--- src/design/dtss_pkg.sv ---
// ----------------------------------------------------------------------------
// dtss_pkg: shared types and constants of the deadline task slot scheduler
// Holds the operation and status codes, slot table sizes, the sequencer
// state type and the scan control struct.
// ----------------------------------------------------------------------------
package dtss_pkg;

	localparam int SlotCount = 16;
	localparam int SlotIdxW = (SlotCount > 1) ? $clog2(SlotCount) : 1;
	localparam int CountW = $clog2(SlotCount + 1);
	localparam int GenW = 24;
	localparam int HandleIdxW = 8;

	typedef enum logic [1:0] {
		OP_SCHEDULE = 2'd0,
		OP_CANCEL   = 2'd1,
		OP_POP      = 2'd2,
		OP_STOP     = 2'd3
	} op_t;

	typedef enum logic [2:0] {
		ST_OK          = 3'd0,
		ST_BAD_HANDLE  = 3'd1,
		ST_STOPPING    = 3'd2,
		ST_OVERFLOW    = 3'd3,
		ST_FULL        = 3'd4,
		ST_NOT_PENDING = 3'd5
	} status_t;

	typedef enum logic [2:0] {
		S_IDLE,
		S_SCAN,
		S_FINISH,
		S_OUT
	} state_t;

	// control from the sequencer to the scan unit
	typedef struct packed {
		logic                clear;
		logic                step;
		logic [SlotIdxW-1:0] idx;
	} scan_ctl_t;

endpackage

--- src/design/dtss_scan.sv ---
// ----------------------------------------------------------------------------
// dtss_scan: shared compare unit for the slot scan
// Visits one slot per cycle and keeps the best ready and best delayed slot
// by due time then sequence, plus the lowest free slot.
// ----------------------------------------------------------------------------
module dtss_scan (
	input  logic                          clk,
	input  logic                          arst_n,
	input  dtss_pkg::scan_ctl_t           ctl,
	input  logic                          used,
	input  logic [63:0]                   due,
	input  logic [63:0]                   order,
	input  logic [63:0]                   now,
	output logic                          rdy_found_q,
	output logic [dtss_pkg::SlotIdxW-1:0] rdy_idx_q,
	output logic                          dly_found_q,
	output logic [63:0]                   dly_due_q,
	output logic                          free_found_q,
	output logic [dtss_pkg::SlotIdxW-1:0] free_idx_q
);

	logic [63:0] rdy_due_q, rdy_ord_q, dly_ord_q;
	logic        is_ready, better_rdy, better_dly;

	// one shared compare path per cycle
	always_comb begin
		is_ready = due <= now;
		better_rdy = !rdy_found_q || (due < rdy_due_q) ||
			(due == rdy_due_q && order < rdy_ord_q);
		better_dly = !dly_found_q || (due < dly_due_q) ||
			(due == dly_due_q && order < dly_ord_q);
	end

	// found flags
	always_ff @(posedge clk or negedge arst_n) begin
		if (!arst_n) begin
			rdy_found_q <= 1'b0;
			dly_found_q <= 1'b0;
			free_found_q <= 1'b0;
		end else if (ctl.clear) begin
			rdy_found_q <= 1'b0;
			dly_found_q <= 1'b0;
			free_found_q <= 1'b0;
		end else if (ctl.step) begin
			if (used && is_ready && better_rdy) rdy_found_q <= 1'b1;
			if (used && !is_ready && better_dly) dly_found_q <= 1'b1;
			if (!used) free_found_q <= 1'b1;
		end
	end

	// best candidates
	always_ff @(posedge clk) begin
		if (ctl.step) begin
			if (used && is_ready && better_rdy) begin
				rdy_idx_q <= ctl.idx;
				rdy_due_q <= due;
				rdy_ord_q <= order;
			end
			if (used && !is_ready && better_dly) begin
				dly_due_q <= due;
				dly_ord_q <= order;
			end
			if (!used && !free_found_q) free_idx_q <= ctl.idx;
		end
	end

endmodule

--- src/design/deadline_task_slot_scheduler.sv ---
// ----------------------------------------------------------------------------
// deadline_task_slot_scheduler: timer slot table with generation handles
// Top level: slot storage, sequencer and result register.
// ----------------------------------------------------------------------------
// Every word scans the whole table, whatever the operation: one slot of the
// table is visited per cycle by the shared compare unit, then the FINISH
// state applies the update and the OUT state presents the result. stall
// is high from acceptance until the result word has been taken. Handles are
// generation << 8 | (slot + 1); pending_count counts occupied slots after the
// operation.
module deadline_task_slot_scheduler (
	input  logic        clk,
	input  logic        arst_n,
	input  logic        in_valid,
	output logic        in_stall,
	input  logic [1:0]  op,
	input  logic [63:0] now_ms,
	input  logic [63:0] delay_ms,
	input  logic [31:0] task_token,
	input  logic [31:0] handle_in,
	output logic        out_valid,
	input  logic        out_stall,
	output logic [2:0]  status,
	output logic [31:0] handle_out,
	output logic [31:0] token_out,
	output logic        executed,
	output logic        has_delayed,
	output logic [63:0] wait_ms,
	output logic [4:0]  pending_count
);

	localparam int N = dtss_pkg::SlotCount;
	localparam int IW = dtss_pkg::SlotIdxW;

	dtss_pkg::state_t state_q, state_nx;
	logic [IW-1:0] idx_q;

	logic [1:0]  op_q;
	logic [63:0] now_q, delay_q;
	logic [31:0] tok_q, hin_q;

	logic [N-1:0] used_q;
	logic [dtss_pkg::GenW-1:0] gen_q [N];
	logic [63:0] due_q [N];
	logic [63:0] ord_q [N];
	logic [31:0] stok_q [N];
	logic [63:0] order_counter_q;
	logic        stopping_q;
	logic [dtss_pkg::CountW-1:0] count_q;

	dtss_pkg::scan_ctl_t ctl;
	logic rdy_found, dly_found, free_found;
	logic [IW-1:0] rdy_idx, free_idx;
	logic [63:0] dly_due;

	logic accept;
	assign accept = in_valid && !in_stall;

	// sequencer next state
	always_comb begin
		state_nx = state_q;
		case (state_q)
			dtss_pkg::S_IDLE:   if (in_valid) state_nx = dtss_pkg::S_SCAN;
			dtss_pkg::S_SCAN:   if (idx_q == IW'(N - 1)) state_nx = dtss_pkg::S_FINISH;
			dtss_pkg::S_FINISH: state_nx = dtss_pkg::S_OUT;
			dtss_pkg::S_OUT:    if (!out_stall) state_nx = dtss_pkg::S_IDLE;
			default:            state_nx = dtss_pkg::S_IDLE;
		endcase
	end

	// sequencer outputs
	always_comb begin
		in_stall = 1'b1;
		out_valid = 1'b0;
		ctl.clear = 1'b0;
		ctl.step = 1'b0;
		ctl.idx = idx_q;
		case (state_q)
			dtss_pkg::S_IDLE: begin
				in_stall = 1'b0;
				ctl.clear = 1'b1;
			end
			dtss_pkg::S_SCAN: ctl.step = 1'b1;
			dtss_pkg::S_OUT:  out_valid = 1'b1;
			default: ;
		endcase
	end

	always_ff @(posedge clk or negedge arst_n) begin
		if (!arst_n) begin
			state_q <= dtss_pkg::S_IDLE;
			idx_q <= '0;
		end else begin
			state_q <= state_nx;
			if (state_q == dtss_pkg::S_SCAN) idx_q <= idx_q + IW'(1);
			else idx_q <= '0;
		end
	end

	// captured input word
	always_ff @(posedge clk) begin
		if (accept) begin
			op_q <= op;
			now_q <= now_ms;
			delay_q <= delay_ms;
			tok_q <= task_token;
			hin_q <= handle_in;
		end
	end

	dtss_scan u_scan (
		.clk          (clk),
		.arst_n       (arst_n),
		.ctl          (ctl),
		.used         (used_q[idx_q]),
		.due          (due_q[idx_q]),
		.order        (ord_q[idx_q]),
		.now          (now_q),
		.rdy_found_q  (rdy_found),
		.rdy_idx_q    (rdy_idx),
		.dly_found_q  (dly_found),
		.dly_due_q    (dly_due),
		.free_found_q (free_found),
		.free_idx_q   (free_idx)
	);

	// decode of the finishing step
	logic [7:0] henc;
	logic [dtss_pkg::GenW-1:0] hgen, new_gen;
	logic [IW-1:0] cidx;
	logic bad_handle, sched_ovf;
	always_comb begin
		henc = hin_q[7:0];
		hgen = hin_q[31:8];
		bad_handle = (henc == 8'd0) || ({1'b0, henc} > 9'(N)) || (hgen == '0);
		cidx = IW'(henc - 8'd1);
		sched_ovf = delay_q > (64'hFFFF_FFFF_FFFF_FFFF - now_q);
		new_gen = gen_q[free_idx] + dtss_pkg::GenW'(1);
		if (new_gen == '0) new_gen = {{(dtss_pkg::GenW-1){1'b0}}, 1'b1};
	end

	logic fin;
	assign fin = state_q == dtss_pkg::S_FINISH;

	// slot table control, order counter, stop flag and pending count
	always_ff @(posedge clk or negedge arst_n) begin
		if (!arst_n) begin
			used_q <= '0;
			for (int i = 0; i < N; i++) gen_q[i] <= '0;
			order_counter_q <= '0;
			stopping_q <= 1'b0;
			count_q <= '0;
		end else if (fin) begin
			case (dtss_pkg::op_t'(op_q))
				dtss_pkg::OP_SCHEDULE: begin
					if (!stopping_q && !sched_ovf && free_found) begin
						used_q[free_idx] <= 1'b1;
						gen_q[free_idx] <= new_gen;
						order_counter_q <= order_counter_q + 64'd1;
						count_q <= count_q + 1'b1;
					end
				end
				dtss_pkg::OP_CANCEL: begin
					if (!bad_handle && used_q[cidx] && gen_q[cidx] == hgen) begin
						used_q[cidx] <= 1'b0;
						count_q <= count_q - 1'b1;
					end
				end
				dtss_pkg::OP_POP: begin
					if (!stopping_q && rdy_found) begin
						used_q[rdy_idx] <= 1'b0;
						count_q <= count_q - 1'b1;
					end
				end
				default: stopping_q <= 1'b1;
			endcase
		end
	end

	// payload stores and result word
	always_ff @(posedge clk) begin
		if (fin) begin
			status <= dtss_pkg::ST_OK;
			handle_out <= '0;
			token_out <= '0;
			executed <= 1'b0;
			has_delayed <= 1'b0;
			wait_ms <= '0;
			case (dtss_pkg::op_t'(op_q))
				dtss_pkg::OP_SCHEDULE: begin
					if (stopping_q) status <= dtss_pkg::ST_STOPPING;
					else if (sched_ovf) status <= dtss_pkg::ST_OVERFLOW;
					else if (!free_found) status <= dtss_pkg::ST_FULL;
					else begin
						due_q[free_idx] <= now_q + delay_q;
						ord_q[free_idx] <= order_counter_q + 64'd1;
						stok_q[free_idx] <= tok_q;
						handle_out <= {new_gen, 8'(free_idx) + 8'd1};
					end
				end
				dtss_pkg::OP_CANCEL: begin
					if (bad_handle) status <= dtss_pkg::ST_BAD_HANDLE;
					else if (!used_q[cidx] || gen_q[cidx] != hgen)
						status <= dtss_pkg::ST_NOT_PENDING;
				end
				dtss_pkg::OP_POP: begin
					if (!stopping_q) begin
						if (rdy_found) begin
							executed <= 1'b1;
							token_out <= stok_q[rdy_idx];
						end else if (dly_found) begin
							has_delayed <= 1'b1;
							wait_ms <= dly_due - now_q;
						end
					end
				end
				default: ;
			endcase
		end
	end

	assign pending_count = 5'(count_q);

	// no new word while a result waits
	assert property (@(posedge clk) disable iff (!arst_n) out_valid |-> in_stall)
		else $error("input taken while result pending");
	// pending count matches the used bits
	assert property (@(posedge clk) disable iff (!arst_n)
		$countones(used_q) == int'(count_q))
		else $error("pending count out of step");
	// executed and has_delayed never together
	assert property (@(posedge clk) disable iff (!arst_n) out_valid |-> !(executed && has_delayed))
		else $error("executed and delayed both set");
	// stop never clears
	assert property (@(posedge clk) disable iff (!arst_n) $past(stopping_q) |-> stopping_q)
		else $error("stopping flag cleared");

endmodule
--- config.mk ---
export PLATFORM = sky130hd
export DESIGN_NAME = deadline_task_slot_scheduler
export DESIGN_NICKNAME = d
export VERILOG_FILES = /design/src/design/dtss_pkg.sv /design/src/design/dtss_scan.sv /design/src/design/deadline_task_slot_scheduler.sv
export SDC_FILE = /design/constraint.sdc
export NUM_CORES = 2
export LEC_CHECK = 0
export ABC_AREA = 1
export BUFFER_PORTS_ARGS = -buffer_cell sky130_fd_sc_hd__buf_2
export CAP_MARGIN = 5
export CORE_MARGIN = 4
export CORE_UTILIZATION = 38
export CTS_CLUSTER_DIAMETER = 80
export DETAILED_ROUTE_END_ITERATION = 6
export GPL_ROUTABILITY_DRIVEN = 0
export SYNTH_ARGS = -nofsm -noshare
export SYNTH_HDL_FRONTEND = slang
export SYNTH_SLANG_ARGS = --single-unit
--- constraint.sdc ---
create_clock -name clk -period 15.6 [get_ports clk]
set_input_delay 0.78 -clock clk [delete_from_list [all_inputs] [get_ports clk]]
set_output_delay 0.78 -clock clk [all_outputs]
set_load 0.01 [all_outputs]
# ---- Yosys cells after proc, flatten, opt, wreduce, memory -nomap -nowiden
# Memories as Yosys holds them, arrays and structs flattened. A register that Yosys moved wholly into a read port is not among the register bits.
# Index checks and enable logic that the tools add are counted.
dict set report totals {
  regBits 1039
  latchBits 0
  ramBits 2560
  rom_bits 0
  inputBits 198
  output_inout_bits 140
  elab_cells 219
  mem_count 3
}
# name depth width read_ports rd_clocked_by_memory_dff write_ports line
set mem_list {}
lappend mem_list {due_q 16 64 1 0 1 deadline_task_slot_scheduler.sv:44} ;# logic [63:0] due_q [N];
lappend mem_list {ord_q 16 64 1 0 1 deadline_task_slot_scheduler.sv:45} ;# logic [63:0] ord_q [N];
lappend mem_list {stok_q 16 32 1 1 1 deadline_task_slot_scheduler.sv:46} ;# logic [31:0] stok_q [N];
dict set report classes {
  add_sub_neg 10
  n_mul 0
  n_div 0
  magnitude_cmp 17
  eq_ne 17
  shifts 0
  n_mux 60
  bitwise_logic 13
  n_reduce_logical 58
}
# operator n
set op_table {}
lappend op_table {{$bwmux W384} 1}
lappend op_table {{$lt A64 B64 Y1} 4}
lappend op_table {{$bmux W24 S4} 2}
lappend op_table {{$mux W24} 6}
lappend op_table {{$eq A64 B64 Y1} 2}
lappend op_table {{$demux W24 S4} 1}
lappend op_table {{$add A64 B1 Y64 const B} 1}
lappend op_table {{$add A64 B64 Y64} 1}
lappend op_table {{$gt A64 B64 Y1} 1}
lappend op_table {{$le A64 B64 Y1} 1}
lappend op_table {{$sub A64 B64 Y64} 1}
lappend op_table {{$sub A64 B64 Y64 const A} 1}
lappend op_table {{$logic_not A24 Y1} 2}
lappend op_table {{$mux W16} 3}
lappend op_table {{$pmux W16 S3} 1}
lappend op_table {{$and A16 B16 Y16} 2}
lappend op_table {{$not A16 Y16} 2}
lappend op_table {{$mux W1} 26}
lappend op_table {{$add A24 B1 Y24 const B} 1}
lappend op_table {{$eq A24 B24 Y1} 1}
lappend op_table {{$mux W3} 8}
lappend op_table {{$ne A24 B24 Y1} 1}
lappend op_table {{$lt A4 B5 Y1 const B} 4}
lappend op_table {{$logic_and A1 B1 Y1} 17}
lappend op_table {{other kinds (38)} 85}

# ---- Depth between registers and ports, before layout
dict set report logic_depth {
  ltp_word 10
  depth_mapped 27
}

# ---- Hierarchy
# From an unflattened synthesis, not the netlist that was laid out.
dict set report hier_totals {
  cells_unflattened 14554
  hier_area_um2 161219.6
}
# module n_inst cells_per_inst area_each_um2 seq_area_each_um2
set by_module_without_submodules {}
lappend by_module_without_submodules {deadline_task_slot_scheduler 1 12932 144771.3 98514.5}
lappend by_module_without_submodules {dtss_scan 1 1622 16448.3 8002.7}

# ---- Least setup slack after synthesis
# No wires, ideal clock.
dict set report synth_timing {
  path_type {register -> register}
  startpoint {reg idx_q[0]}
  endpoint {reg u_scan.rdy_due_q[0] (enable)}
  t_arrival_ps 9919
  path_slack_ps 5013
  stages_incl_launch_ff 22
  path_buffers 5
  period_less_slack_ps 10587
  cell_sequence {dfrtp_1 -> clkbuf_1 -> clkbuf_1 -> clkbuf_1 -> clkbuf_1 -> clkbuf_1 -> a21oi_1 -> a221oi_1 -> o21ai_0 -> nand2_1 -> ha_1 -> a21oi_1 -> nor2_1 -> a211oi_1 -> nor2_1 -> nor4_1 -> nand2_1 -> nand2_1 -> nand2_1 -> nand2_1 -> nand2_1 -> a21oi_1}
}
dict set report synth_between {
  elab_chain_len 6
  elab_cells_between_ends 14
  classes_between {order compare: 3; eq/ne: 1; mux: 2; reduce/logical: 6; memory: 2}
}
# item line
set synth_lines {}
lappend synth_lines {{start, declared} deadline_task_slot_scheduler.sv:36} ;# logic [IW-1:0] idx_q;
lappend synth_lines {{start signal, assigned} deadline_task_slot_scheduler.sv:95} ;# if (state_q == dtss_pkg::S_SCAN) idx_q <= idx_q + IW'(1);
lappend synth_lines {{$mem_v2 Z16 W64 *} n/a}
lappend synth_lines {{via u_scan.due[25]} dtss_scan.sv:11} ;# input logic [63:0] due,
lappend synth_lines {{$lt A64 B64 Y1 or $eq A64 B64 Y1 (tied branches)} {dtss_scan.sv:28, dtss_scan.sv:29}}
lappend synth_lines {{$logic_or A1 B1 Y1 or $logic_and A1 B1 Y1 (tied branches)} {dtss_scan.sv:28, dtss_scan.sv:29}}
lappend synth_lines {{$logic_or A1 B1 Y1} dtss_scan.sv:28} ;# better_rdy = !rdy_found_q || (due < rdy_due_q) ||
lappend synth_lines {{$logic_and A1 B1 Y1 *} dtss_scan.sv:54} ;# if (used && is_ready && better_rdy) begin
lappend synth_lines {{$reduce_and A2 Y1 (no source line) *} n/a}
lappend synth_lines {{end signal, assigned} dtss_scan.sv:56} ;# rdy_due_q <= due;
lappend synth_lines {{end, declared} dtss_scan.sv:22} ;# logic [63:0] rdy_due_q, rdy_ord_q, dly_ord_q;
# The timed path passes the listed nets; every way through them passes the cells marked *. The select of a mux whose other input is x is not followed.
# A chain may end at the register's enable or synchronous reset.

# ---- Final worst setup path
dict set report layout_timing {
  startpoint {reg idx_q[0]}
  endpoint {reg u_scan.rdy_ord_q[6] (enable)}
}
dict set report layout_between {
  elab_chain_len 6
  elab_cells_between_ends 14
  classes_between {order compare: 3; eq/ne: 1; mux: 2; reduce/logical: 6; memory: 2}
}
# item line
set layout_lines {}
lappend layout_lines {{$mem_v2 Z16 W64 *} n/a}
lappend layout_lines {{via u_scan.due[3]} dtss_scan.sv:11}
lappend layout_lines {{$lt A64 B64 Y1 or $eq A64 B64 Y1 (tied branches)} {dtss_scan.sv:28, dtss_scan.sv:29}}
lappend layout_lines {{$logic_or A1 B1 Y1 or $logic_and A1 B1 Y1 (tied branches)} {dtss_scan.sv:28, dtss_scan.sv:29}}
lappend layout_lines {{$logic_or A1 B1 Y1} dtss_scan.sv:28}
lappend layout_lines {{$logic_and A1 B1 Y1 *} dtss_scan.sv:54}
lappend layout_lines {{$reduce_and A2 Y1 (no source line) *} n/a}
lappend layout_lines {{end signal, assigned} dtss_scan.sv:57} ;# rdy_ord_q <= order;
lappend layout_lines {{end, declared} dtss_scan.sv:22}
# Marked as above.

==> results_dict.tcl <==
set metrics [dict create \
    ys_seq_area_share_pct 66.4 \
    synthMuxAreaShare_pct 0.00624 \
    rsz0062_at_grt "false" \
    worstPathArrival_ns 9.13 \
    layout-drive-gt1-share_pct 8.07 \
    grtUsageTotal_pct 21.7 \
    min_to "hin_q[26]" \
    yosysTopAreaCell "edfxtp_1" \
    avgSynthCellArea_um2 11.2 \
    start_kind "flop" \
    worst_pin_slew_ns 1.35 \
    die_area_um2 433000 \
    dr.pass1.iters 7 \
    synthToLayoutAreaGrowth_pct 13.8 \
    htree_num_levels 5 \
    antenna_found_initial 10 \
    utilization_pct 43.4 \
    synth_simple_gate_area_share_pct 12.0 \
    synth_seq_cells 3627 \
    crit_start "idx_q[0]" \
    report.final.hold_viol_count 0 \
    synth_top_family_by_area "compound AO/OA/AOI/OAI gates" \
    crit_buf_inv 6 \
    grt_pass1_wl_mm 713 \
    tritoncts "yes" \
    synth-compound-area-share_pct 12.5 \
    max-clock-path-buffers 4 \
    drc 1 \
    synth_edf_count 3148 \
    clock_latency_ns 0.96 \
    peakVddDrop_v 0.000137 \
    fin_crit_sh_pct 55.1 \
    p_per_area_nw_per_um2 155 \
    num-nets-final 15400 \
    syn_area_um2 160000 \
    synthArstFlopShare_pct 13.2 \
    numPortBuffers 334 \
    slew_headroom_pct 9.59 \
    synthAdderAreaFrac_pct 3.69 \
    cp-end-kind "flop" \
    synth_area_leaders "edfxtp_1 (59%), dfrtp_1 (7.5%), nand2_1 (6.6%)" \
    synth_commonest_cells "edfxtp_1 (3148), nand2_1 (2813), o21ai_0 (1455)" \
    cap_violations 0 \
    fin_hold_ws_ns 0.0622 \
    hold_path.class "in2reg" \
    grt_overflow_total 0 \
    cts_made_buffers 372 \
    rows 238 \
    violations "design-rule violations" \
    outcome "finished with violations" \
    drv_slew 0 \
    die_w_um 658 \
    hp-start "handle_in[26]" \
    dp_hpwl_mm 272 \
    crit_top_cell "nand2_1" \
    r2r_setup_slack_ns 7.01 \
    slowest_delay_ns 1.07 \
    hold_depth 1 \
    r2r_start "idx_q[0]" \
    rr_endpoint "u_scan.rdy_ord_q[6]" \
    die_h_um 658 \
    wirelength_mm 489 \
    ys_warn_count 0 \
    ioPinCount 338 \
    fmax_mhz 116 \
    start_util_pct 38.1 \
    crit_chain "buf_12 > buf_4 > buf_4 > buf_4 > a21oi_1 > a221oi_1 > o21ai_0 > nand2_1 > ha_1 > nand2_1 > inv_1 > a221oi_1 > o211ai_1 > nand2_1 > nand2_1 > nand2_1 > nand2_1 > nand2_1 > nand2_1 > nand2_1 > nand2_1 > a21oi_4 > buf_12" \
    clkTransAtPathRegs_ns 0.06 \
    met2_usage_pct 36.0 \
    setup_violations 0 \
    cpLargestDelayFamily "buffers and inverters" \
    coreArea_um2 420000 \
    cts-root-buf "clkbuf_16" \
    num_vias 114000 \
    ys.flop_type "edfxtp_1" \
    cts_setup_buffers 0 \
    timing.setup.tns_ns 0 \
    finClkSkew_ns 0.0566 \
    period_needed_ns 8.59 \
    yosysMostFrequentCell "edfxtp_1" \
    ys_types 62 \
    grt_max_degree 219 \
    critPathRequiredTime_ns 16.14 \
    synth_xor_area_share_pct 0.759 \
    synth_top_cell_area_share_pct 58.9 \
    worst-path-max-fanout 197 \
    path_class "reg2reg" \
    wire_per_inst_um 23.6 \
    synthCells 14400 \
    antenna_left 0 \
    grt_pass1_vias 108000 \
    ff2ff_path_depth 23 \
    slowest_stage "dfrtp_4" \
    top_usage_layer "met2" \
    clkSinkCount 3627 \
    vias_per_cell 5.50 \
    grtUsageMet3_pct 3.02 \
    p_leak_nw 67.5 \
    drt_iter0_markers 12800 \
    globalRouteMet1Util_pct 29.4 \
]
-- kinds of logic (layout without fill, tap and decap cells) --
logic type,Yosys count,after routing
and+or+nand+nor,4742,4742
AOI/OAI and AO/OA,3458,3458
DFF,3627,3627
buffers and inverters,1914,2576
xor gates and xnor gates,139,139
adders and majority gates,471,471
other,1,7
muxes,1,1
-- per-stage QoR --
stage / cell area (um^2) / instances / worst slack (ns) / total power, mW
2_1_floorplan: 160000 / 14400 / 5.01 / 16.6
3_3_place_gp: 168000 / 19800 / 7.31 / 19.2
3_5_place_dp: 168000 / 19800 / 7.22 / 19.3
4_1_cts: 183000 / 20700 / 7.18 / 28.4
5_1_grt: 183000 / 20700 / 6.49 / 29.6
6_report: 183000 / 20700 / 7.01 / 28.3
-- per-layer routing --
metal | up-vias | share of wire [%]
met5 | - | 0.0023
met4 | 2 | 3.3
met3 | 864 | 7.5
met2 | 4710 | 48
met1 | 56100 | 42
li1 | 51900 | -
-- registers in the layout, indices dropped and copies added, names as in the netlist, 4 cells and up --
signal	cells
delay_q	64
due_q	1024
gen_q	384
handle_out	29
hin_q	32
idx_q	4
now_q	64
ord_q	1024
order_counter_q	64
pending_count	5
stok_q	512
tok_q	32
token_out	32
u_scan.dly_due_q	64
u_scan.dly_ord_q	64
u_scan.free_idx_q	4
u_scan.rdy_due_q	64
u_scan.rdy_idx_q	4
u_scan.rdy_ord_q	64
used_q	16
wait_ms	64
-- worst register-to-register path, stage by stage, from the launching register on --
cell and delay [ns]:
dfrtp_4 1.07, buf_12 0.56, buf_4 1.11, buf_4 0.96
buf_4 0.82, a21oi_1 0.23, a221oi_1 0.33, o21ai_0 0.16
nand2_1 0.29, ha_1 0.31, nand2_1 0.07, inv_1 0.05
a221oi_1 0.33, o211ai_1 0.18, nand2_1 0.10, nand2_1 0.07
nand2_1 0.08, nand2_1 0.05, nand2_1 0.08, nand2_1 0.07
nand2_1 0.09, nand2_1 0.11, a21oi_4 0.19, buf_12 0.60
-- where the power goes --
group / internal [mW] / total (mW) / switching [mW]
combinational: 1.92 / 7.23 / 5.31
sequential: 11.7 / 12.0 / 0.288
clock: 5.24 / 9.11 / 3.87
-- cells in the final DEF, fill, tap and decap left out, types with 32 or more instances in the layout --
cell type      instances
xor2_1                99
nand4_1              197
clkbuf_1              84
clkinv_1              67
buf_2                333
bufinv_16             44
o41a_1                32
nor2_1              1088
a22oi_1              292
a21oi_1             1003
nand2_1             2792
nor4_1                45
clkbuf_16            376
edfxtp_1            3148
nand3_1              488
inv_1               1120
o21a_1                36
o221ai_1             126
buf_4                205
a31oi_1               54
o21ai_0             1455
a221oi_1             156
nor3_1                62
clkinv_2              64
ha_1                 466
o211ai_1              35
dlygate4sd3_1        179
dfrtp_1              475
o22ai_1              163
-- area by class of cell --
type	count	area, um^2
diodes	4	10.0
fillers	39000	238000
clock buffers	468	9830
inverters	1156	4520
multi-input cells	8814	46700
well taps	5640	7060
flip-flops and latches	3627	107000
repair buffers	733	5310
clock inverters	219	2570
-- worst max path at each step --
stage / slack (ns) / depth (start not counted) / endpoint
after global placement: 7.31 / 19 / u_scan.dly_ord_q[2]
after floorplan: 5.01 / 21 / u_scan.rdy_due_q[0]
after detailed placement: 7.22 / 19 / u_scan.dly_ord_q[12]
after global routing: 6.49 / 19 / u_scan.dly_ord_q[3]
final: 7.01 / 23 / u_scan.rdy_ord_q[6]
after CTS: 7.18 / 18 / u_scan.dly_ord_q[12]
-- repair_timing --
action / 4_1_cts / 5_1_grt
endpoints found under the hold margin: 286 / 0
resized for setup: 0 / 0
hold buffers: 179 / 0
(Power assumes the default switching activity.)
